## src/hw/rtl/mes_pkg.sv

```systemverilog
`timescale 1ns / 1ps
`default_nettype none
package mes_pkg;

   localparam int DEFAULT_TRACKS        = 16;
   localparam int DEFAULT_FIFO_DEPTH    = 32;
   localparam int DEFAULT_DELAY_DIVIDER = 1;

   localparam int DELAY_W   = 32;
   localparam int MSG_W     = 24;
   localparam int TRACK_W   = 4;
   localparam int EVENT_W   = DELAY_W + MSG_W;
   localparam int EMIT_W    = 6;
   localparam int EMIT_CAP  = 63;
   localparam int CSR_W     = 32;
   localparam int CSR_ADDR_W = 3;
   localparam int ENABLE_W  = 16;

   localparam logic CSR_TRACK_ENABLE = 1'b0;

   typedef struct packed {
      logic push;
      logic tick;
      logic init_scan;
      logic next_track;
      logic add_elapsed;
      logic load_read;
      logic set_invalid;
      logic div_start;
      logic load_write;
      logic emit_event;
      logic calc_wait;
      logic min_update;
      logic report_sleep;
      logic finish;
   } cmd_type;

   typedef struct packed {
      logic wake_ok;
      logic scan_done;
      logic track_en;
      logic cur_valid;
      logic fifo_empty;
      logic div_done;
      logic due;
   } status_type;

   function automatic logic [DELAY_W-1:0] add_sat(input logic [DELAY_W-1:0] a,
                                                  input logic [DELAY_W-1:0] b);
      logic [DELAY_W:0] s;
      s = {1'b0, a} + {1'b0, b};
      return s[DELAY_W] ? {DELAY_W{1'b1}} : s[DELAY_W-1:0];
   endfunction

endpackage
`default_nettype wire

```

## src/hw/rtl/mes_ctrl.sv

```systemverilog
`timescale 1ns / 1ps
`default_nettype none
module mes_ctrl (
   input  wire logic               clock,
   input  wire logic               reset,
   input  wire logic               start,
   input  wire logic               req_op,
   input  wire mes_pkg::status_type sts,
   output mes_pkg::cmd_type         cmd,
   output logic                     busy
);

   localparam logic [3:0] S_IDLE   = 4'd0;
   localparam logic [3:0] S_CHECK  = 4'd1;
   localparam logic [3:0] S_TRACK  = 4'd2;
   localparam logic [3:0] S_LOAD   = 4'd3;
   localparam logic [3:0] S_LWAIT  = 4'd4;
   localparam logic [3:0] S_DIV    = 4'd5;
   localparam logic [3:0] S_TEST   = 4'd6;
   localparam logic [3:0] S_MINUPD = 4'd7;
   localparam logic [3:0] S_FINISH = 4'd8;

   localparam logic OP_PUSH = 1'b0;

   logic [3:0] state_ff, state_in;

   always_comb begin
      state_in = state_ff;
      cmd      = '0;
      unique case (state_ff)
         S_IDLE: begin
            if (start) begin
               if (req_op == OP_PUSH) begin
                  cmd.push = 1'b1;
               end else begin
                  cmd.tick = 1'b1;
                  state_in = S_CHECK;
               end
            end
         end
         S_CHECK: begin
            if (sts.wake_ok) begin
               cmd.init_scan = 1'b1;
               state_in      = S_TRACK;
            end else begin
               cmd.report_sleep = 1'b1;
               state_in         = S_IDLE;
            end
         end
         S_TRACK: begin
            priority if (sts.scan_done) begin
               state_in = S_FINISH;
            end else if (!sts.track_en) begin
               cmd.next_track = 1'b1;
            end else begin
               cmd.add_elapsed = 1'b1;
               state_in = sts.cur_valid ? S_TEST : S_LOAD;
            end
         end
         S_LOAD: begin
            if (sts.fifo_empty) begin
               cmd.set_invalid = 1'b1;
               state_in        = S_TEST;
            end else begin
               cmd.load_read = 1'b1;
               state_in      = S_LWAIT;
            end
         end
         S_LWAIT: begin
            cmd.div_start = 1'b1;
            state_in      = S_DIV;
         end
         S_DIV: begin
            if (sts.div_done) begin
               cmd.load_write = 1'b1;
               state_in       = S_TEST;
            end
         end
         S_TEST: begin
            if (sts.due) begin
               cmd.emit_event = 1'b1;
               state_in       = S_LOAD;
            end else begin
               cmd.calc_wait = 1'b1;
               state_in      = S_MINUPD;
            end
         end
         S_MINUPD: begin
            cmd.min_update = 1'b1;
            cmd.next_track = 1'b1;
            state_in       = S_TRACK;
         end
         S_FINISH: begin
            cmd.finish = 1'b1;
            state_in   = S_IDLE;
         end
         default: begin
            state_in = S_IDLE;
         end
      endcase
   end

   always_ff @(posedge clock) begin
      if (reset) begin
         state_ff <= S_IDLE;
      end else begin
         state_ff <= state_in;
      end
   end

   assign busy = (state_ff != S_IDLE);

endmodule
`default_nettype wire

```

## config.mk

```make
export PLATFORM = sky130hd
export DESIGN_NAME = mes_ctrl
export DESIGN_NICKNAME = d
export VERILOG_FILES = /design/src/hw/rtl/mes_pkg.sv /design/src/hw/rtl/mes_ctrl.sv
export SDC_FILE = /design/constraint.sdc
export NUM_CORES = 1
export LEC_CHECK = 0
export BUFFER_PORTS_ARGS = -buffer_cell sky130_fd_sc_hd__buf_2
export CORE_AREA = 4 4 41 43
export DETAILED_ROUTE_END_ITERATION = 6
export DIE_AREA = 0 0 45 47
export MAX_ROUTING_LAYER = met4
export PLACE_DENSITY = 0.57
export SLEW_MARGIN = 20
export SYNTH_ARGS = -nofsm -noshare
export SYNTH_HDL_FRONTEND = slang
export SYNTH_SLANG_ARGS = --single-unit
```

## constraint.sdc

```tcl
create_clock -name clock -period 2.2 [get_ports clock]
set_input_delay 0.22 -clock clock [delete_from_list [all_inputs] [get_ports clock]]
set_output_delay 0.22 -clock clock [all_outputs]
set_load 0.02 [all_outputs]
```

# == Yosys cells after proc, flatten, opt, wreduce, memory -nomap -nowiden ==
# Cells that the tools add are included.
# classes
eq_ne,12
mux,34
reduce_logical,3
# op_table
cell,n
case mux 4 bit (8 select lines),1
two-way mux 4 bit,5
two-way mux 1 bit,18
== test 4 x 3 -> 1 bit (second input constant),4
two-way mux 2 bit,7
== test 4 x 2 -> 1 bit (second input constant),2
two-way mux 3 bit,2
inequality test 2 bit (second input constant),3
== test 4 x 1 -> 1 bit (second input constant),1
== test 4 bit (second input constant),1
zero test 4 bit,1
AND reduction 4 bit,1
nonzero test 4 bit,1
inequality test 3 bit (second input constant),1
case mux 1 bit (2 select lines),1
# word_totals
regBits,4
inputBits,11
out_inout_bits,15

# == Logic depth before layout (Yosys ltp) ==
# depth
word_depth,4
mapped_depth,4
mapped_depth_nobuf,3

# == Worst setup path after synthesis ==
# No wires, ideal clock.
# synth_timing
path_kind,reg2out
from,register state_ff[1]
to,output cmd[7] in the netlist's numbering
t_arrival_ns,1.556
required_time_ns,1.980
path_slack_ns,0.424
stages_incl_launch_ff,4
cell_sequence,dfxtp_1 -> clkbuf_1 -> nand2_1 -> nor4b_1
# synth_lines
element,line_no,source
start: declaration,mes_ctrl.sv:25,"logic [3:0] state_ff, state_in;"
start signal: assignment,mes_ctrl.sv:107,state_ff <= state_in;
end: declaration,mes_ctrl.sv:9,"output mes_pkg::cmd_type cmd,"

==> PnR_summary.wiki <==
{| class="wikitable"
! Metric !! Value
|-
| Outcome || finished clean
|-
| Final HPWL DP || about 930 µm
|-
| Final ANT Viol Nets || 0
|-
| Max rail drop VDD || 170.8 µV
|-
| Post-Syn Nets || 63
|-
| Number of top-level pins || 26
|-
| Setup Total Neg Slack || 0 ns
|-
| Remaining routing DRC violations || 0
|-
| Number of global-route vias before repair || around 450
|-
| Sequential power share || between 30% and 40%
|-
| Number of cells traversed by the worst hold path || 2
|-
| Clock tree buffer depth || 2
|-
| CTS buffer count || 3
|-
| Total clock sinks || 4
|-
| Placeable core area || between 1000 and 1500 µm²
|-
| Setup slack of the critical path after layout || around 0.3 ns
|-
| Insertion delay to the later sink of the worst-skew pair || roughly 0.24 ns
|-
| Critical R2R Capture || state_ff[2]$_SDFFE_PP0P_
|-
| Largest net degree at the start of global routing || 14
|-
| Startpoint of the worst register-to-register path || state_ff[0]$_SDFFE_PP0P_
|-
| Leading cell types in the layout, fill and taps excluded || 25 x sky130_fd_sc_hd__buf_2, 5 x sky130_fd_sc_hd__nor2_1, 4 x sky130_fd_sc_hd__inv_1, 4 x sky130_fd_sc_hd__nand2_1, 4 x sky130_fd_sc_hd__dfxtp_1
|-
| Total power density per cell area || roughly 460 nW/µm²
|-
| Destination of the worst hold path || state_ff[2]$_SDFFE_PP0P_
|-
| Post-Place Setup Slack || around 0.34 ns
|-
| Clock-pin slew on the worst setup and hold paths || approximately 0.040 ns
|-
| Post-layout total power || 251.5 µW
|-
| Wire length of the first global-routing pass || 1.966 mm
|-
| Fraction of the yosys area taken by sequential cells || about a fifth
|-
| # Post-CTS Setup Buffers || 0
|-
| Area share of the largest cell type after synthesis || slightly above 20%
|-
| Max Fclk || 524.7 MHz
|-
| Number of synthesized flops with an enable pin || 0
|-
| Starting DRC count in detailed routing || 12
|-
| Cell type with the highest aggregate area in the netlist || sky130_fd_sc_hd__dfxtp_1
|-
| Y dimension of the die || ~47 µm
|-
| Number of nets in the layout || 90
|-
| Clock Power Share || a little under two fifths
|-
| Total iterations of the first detailed-routing run || 4
|-
| Ratio of routed vias to standard cells || 5.565
|-
| Fraction of synthesis flops using an asynchronous set or reset pin || 0%
|-
| Post-placement cell area || around 530 µm²
|-
| X dimension of the die || roughly 45 µm
|-
| Gate Count Post-Synth || 52
|-
| Max-cap violations || 0
|-
| Summed instance area of the synthesized netlist || between 300 and 400 µm²
|-
| Growth of design area from synthesis to finish || 40.84%
|-
| Setup-violating endpoint count in the final report || 0
|-
| Worst-case reg-to-reg path depth || 3
|-
| Minimum setup slack among reg-to-reg paths || 0.34 ns
|-
| Count of inserted antenna diode cells || 0
|-
| Crit Path Class || reg -> out
|-
| Netlist cell types || 26
|-
| H-tree depth || 1
|-
| Initial core utilization || approximately 30%
|-
| Ys flop type || sky130_fd_sc_hd__dfxtp_1
|-
| Total wirelength of the detailed-routed design || about 1.2 mm
|-
| Number of buffers inserted by hold repair at cts || 0
|-
| Setup repair after global routing missed its margin || no
|-
| Most flop-heavy register || state_ff
|-
| Max-slew violation count || 0
|-
| Area of the die || 2115 µm²
|-
| Number of hold-slack violations in the final timing report || 0
|-
| Cell-by-cell listing of the critical path || or4b_4 -> o32ai_1 -> buf_2
|-
| Critical path fanouts, max || 12
|-
| Number of I/O port buffers || 25
|-
| Power dissipated by switching net loads || between 80 and 90 µW
|-
| Average cell area after synthesis || ~7.5 µm²
|-
| Worst-case headroom to the max-slew limit || about 71%
|-
| Critical path launch point type || register
|-
| Kind of capture point of the worst setup path || output pin
|-
| Avg WL per Cell || 13.16 µm
|-
| Data arrival at the endpoint of the critical path || ~1.7 ns
|-
| Resized cells post-CTS || 0
|-
| Synth area leaders || sky130_fd_sc_hd__dfxtp_1 21%, sky130_fd_sc_hd__nor4b_1 6.8%, sky130_fd_sc_hd__a311o_1 5.1%, sky130_fd_sc_hd__and3_1 4.8%, sky130_fd_sc_hd__nor2_1 4.8%
|-
| Total via count in the routed design || a little over 500
|-
| Synthesis-stage register bit count || 4
|-
| Regs by FF count || state_ff: 4 flops
|-
| Std-Cell Rows || 13
|-
| Global-route usage over all layers || about an eighth
|-
| Congestion Overflow GR || 0
|-
| Total non-filler cell area in the finished layout || approximately 550 µm²
|-
| Period utilisation layout || ~87%
|-
| CTS Root Cell || sky130_fd_sc_hd__clkbuf_4
|-
| Internal power component || roughly 170 µW
|-
| Number of antenna violations at the first check in global routing || 0
|-
| Switching Share || between 30% and 40%
|-
| Logic pwr share || slightly below 30%
|-
| Maximum clock skew at final layout || 0.004786 ns
|-
| Start point of the worst hold path || reset
|-
| Warnings from Yosys || 0
|-
| Slew at the pin closest to its max-slew limit || between 0.4 and 0.5 ns
|-
| Max FFs per register || 4
|-
| Slowest stage cell, crit path || sky130_fd_sc_hd__or4b_4
|-
| Data required time of the worst path || approximately 2 ns
|-
| Crit path largest cell delay || around 0.6 ns
|-
| Type of the most critical hold path || in -> reg
|-
| Final core area utilization || between 40% and 50%
|-
| Post-route minimum period || around 1.9 ns
|-
| Lkg Pwr || about 0.00028 µW
|-
| Routability Congestion || around 0.78
|-
| Most common cell after layout, fill and taps aside || sky130_fd_sc_hd__buf_2
|-
| Share of final-layout standard cells stronger than drive strength 1 || around 42%
|-
| CTS tree || yes
|}
layer usage:
metal | wire, µm | share of wire, % | up-vias | GRT usage (%)
li1 | - | - | 254 | -
met1 | 550 | 45 | 228 | 16.59
met2 | 533 | 44 | 28 | 19.49
met3 | 117 | 9.7 | 2 | 1.149
met4 | 10 | 0.83 | 0 | 7.018
met5 | 0 | 0 | - | -
area by class of cell:
cell class	count	area, µm²
clock buffer	3	22.52
fill	156	753.2
inverter	4	15.01
multi-input combinational	40	279.0
sequential	4	80.08
tap	15	18.77
timing repair buffer	26	132.6
cells by family (layout without fill, tap and decap cells):
family	Yosys count	after routing	share of synthesized area, %
buffers and inverters	8	33	7.715
AND/OR/NAND/NOR	29	29	46.62
flip-flops	4	4	20.58
AO/OA/AOI/OAI	11	11	25.08
power groups by stage:
stage / clock (µW) / sequential (µW) / combinational [µW]
detailed placement: 0 / 84.6 / 73.7
global route: 97.9 / 84.1 / 81.7
CTS: 95.7 / 83.4 / 74.1
global placement: 0 / 84.2 / 74.1
finish: 94.4 / 83.4 / 73.7
floorplan: 0 / 79.0 / 50.4
worst max-delay path by stage:
stage	from	endpoint	slack, ns	cells after the start
finish	state_ff[0]$_SDFFE_PP0P_	cmd[10]	0.29	3
global route	state_ff[2]$_SDFFE_PP0P_	cmd[9]	0.24	3
CTS	state_ff[0]$_SDFFE_PP0P_	cmd[10]	0.29	3
detailed placement	state_ff[0]$_SDFFE_PP0P_	state_ff[2]$_SDFFE_PP0P_	0.34	3
global placement	state_ff[0]$_SDFFE_PP0P_	state_ff[2]$_SDFFE_PP0P_	0.37	3
floorplan	state_ff[1]$_SDFFE_PP0P_	cmd[7]	0.42	3
cells in the mapped netlist (2+ instances only):
library cell	number
sky130_fd_sc_hd__a311o_1	2
sky130_fd_sc_hd__nor4b_1	3
sky130_fd_sc_hd__nor2_1	5
sky130_fd_sc_hd__nand2b_1	2
sky130_fd_sc_hd__o31ai_1	2
sky130_fd_sc_hd__dfxtp_1	4
sky130_fd_sc_hd__nor2b_1	2
sky130_fd_sc_hd__nor4_1	2
sky130_fd_sc_hd__clkbuf_1	4
sky130_fd_sc_hd__nand2_1	4
sky130_fd_sc_hd__inv_1	4
sky130_fd_sc_hd__nor3b_1	2
sky130_fd_sc_hd__and3_1	3
critical path: cells and delay by family (launching register included):
family                 cells  cell delay (ns)
buffers and inverters      1             0.21
AND/OR/NAND/NOR            1             0.61
flip-flops                 1             0.40
AO/OA/AOI/OAI              1             0.23
metrics by stage:
step	hold WS (ns)	cells
floorplan	0.2960	52
global route	0.2385	92
finish	0.2157	92
CTS	0.2164	92
detailed placement	0.4665	89
global placement	0.4680	89
(Power assumes the default switching activity.)
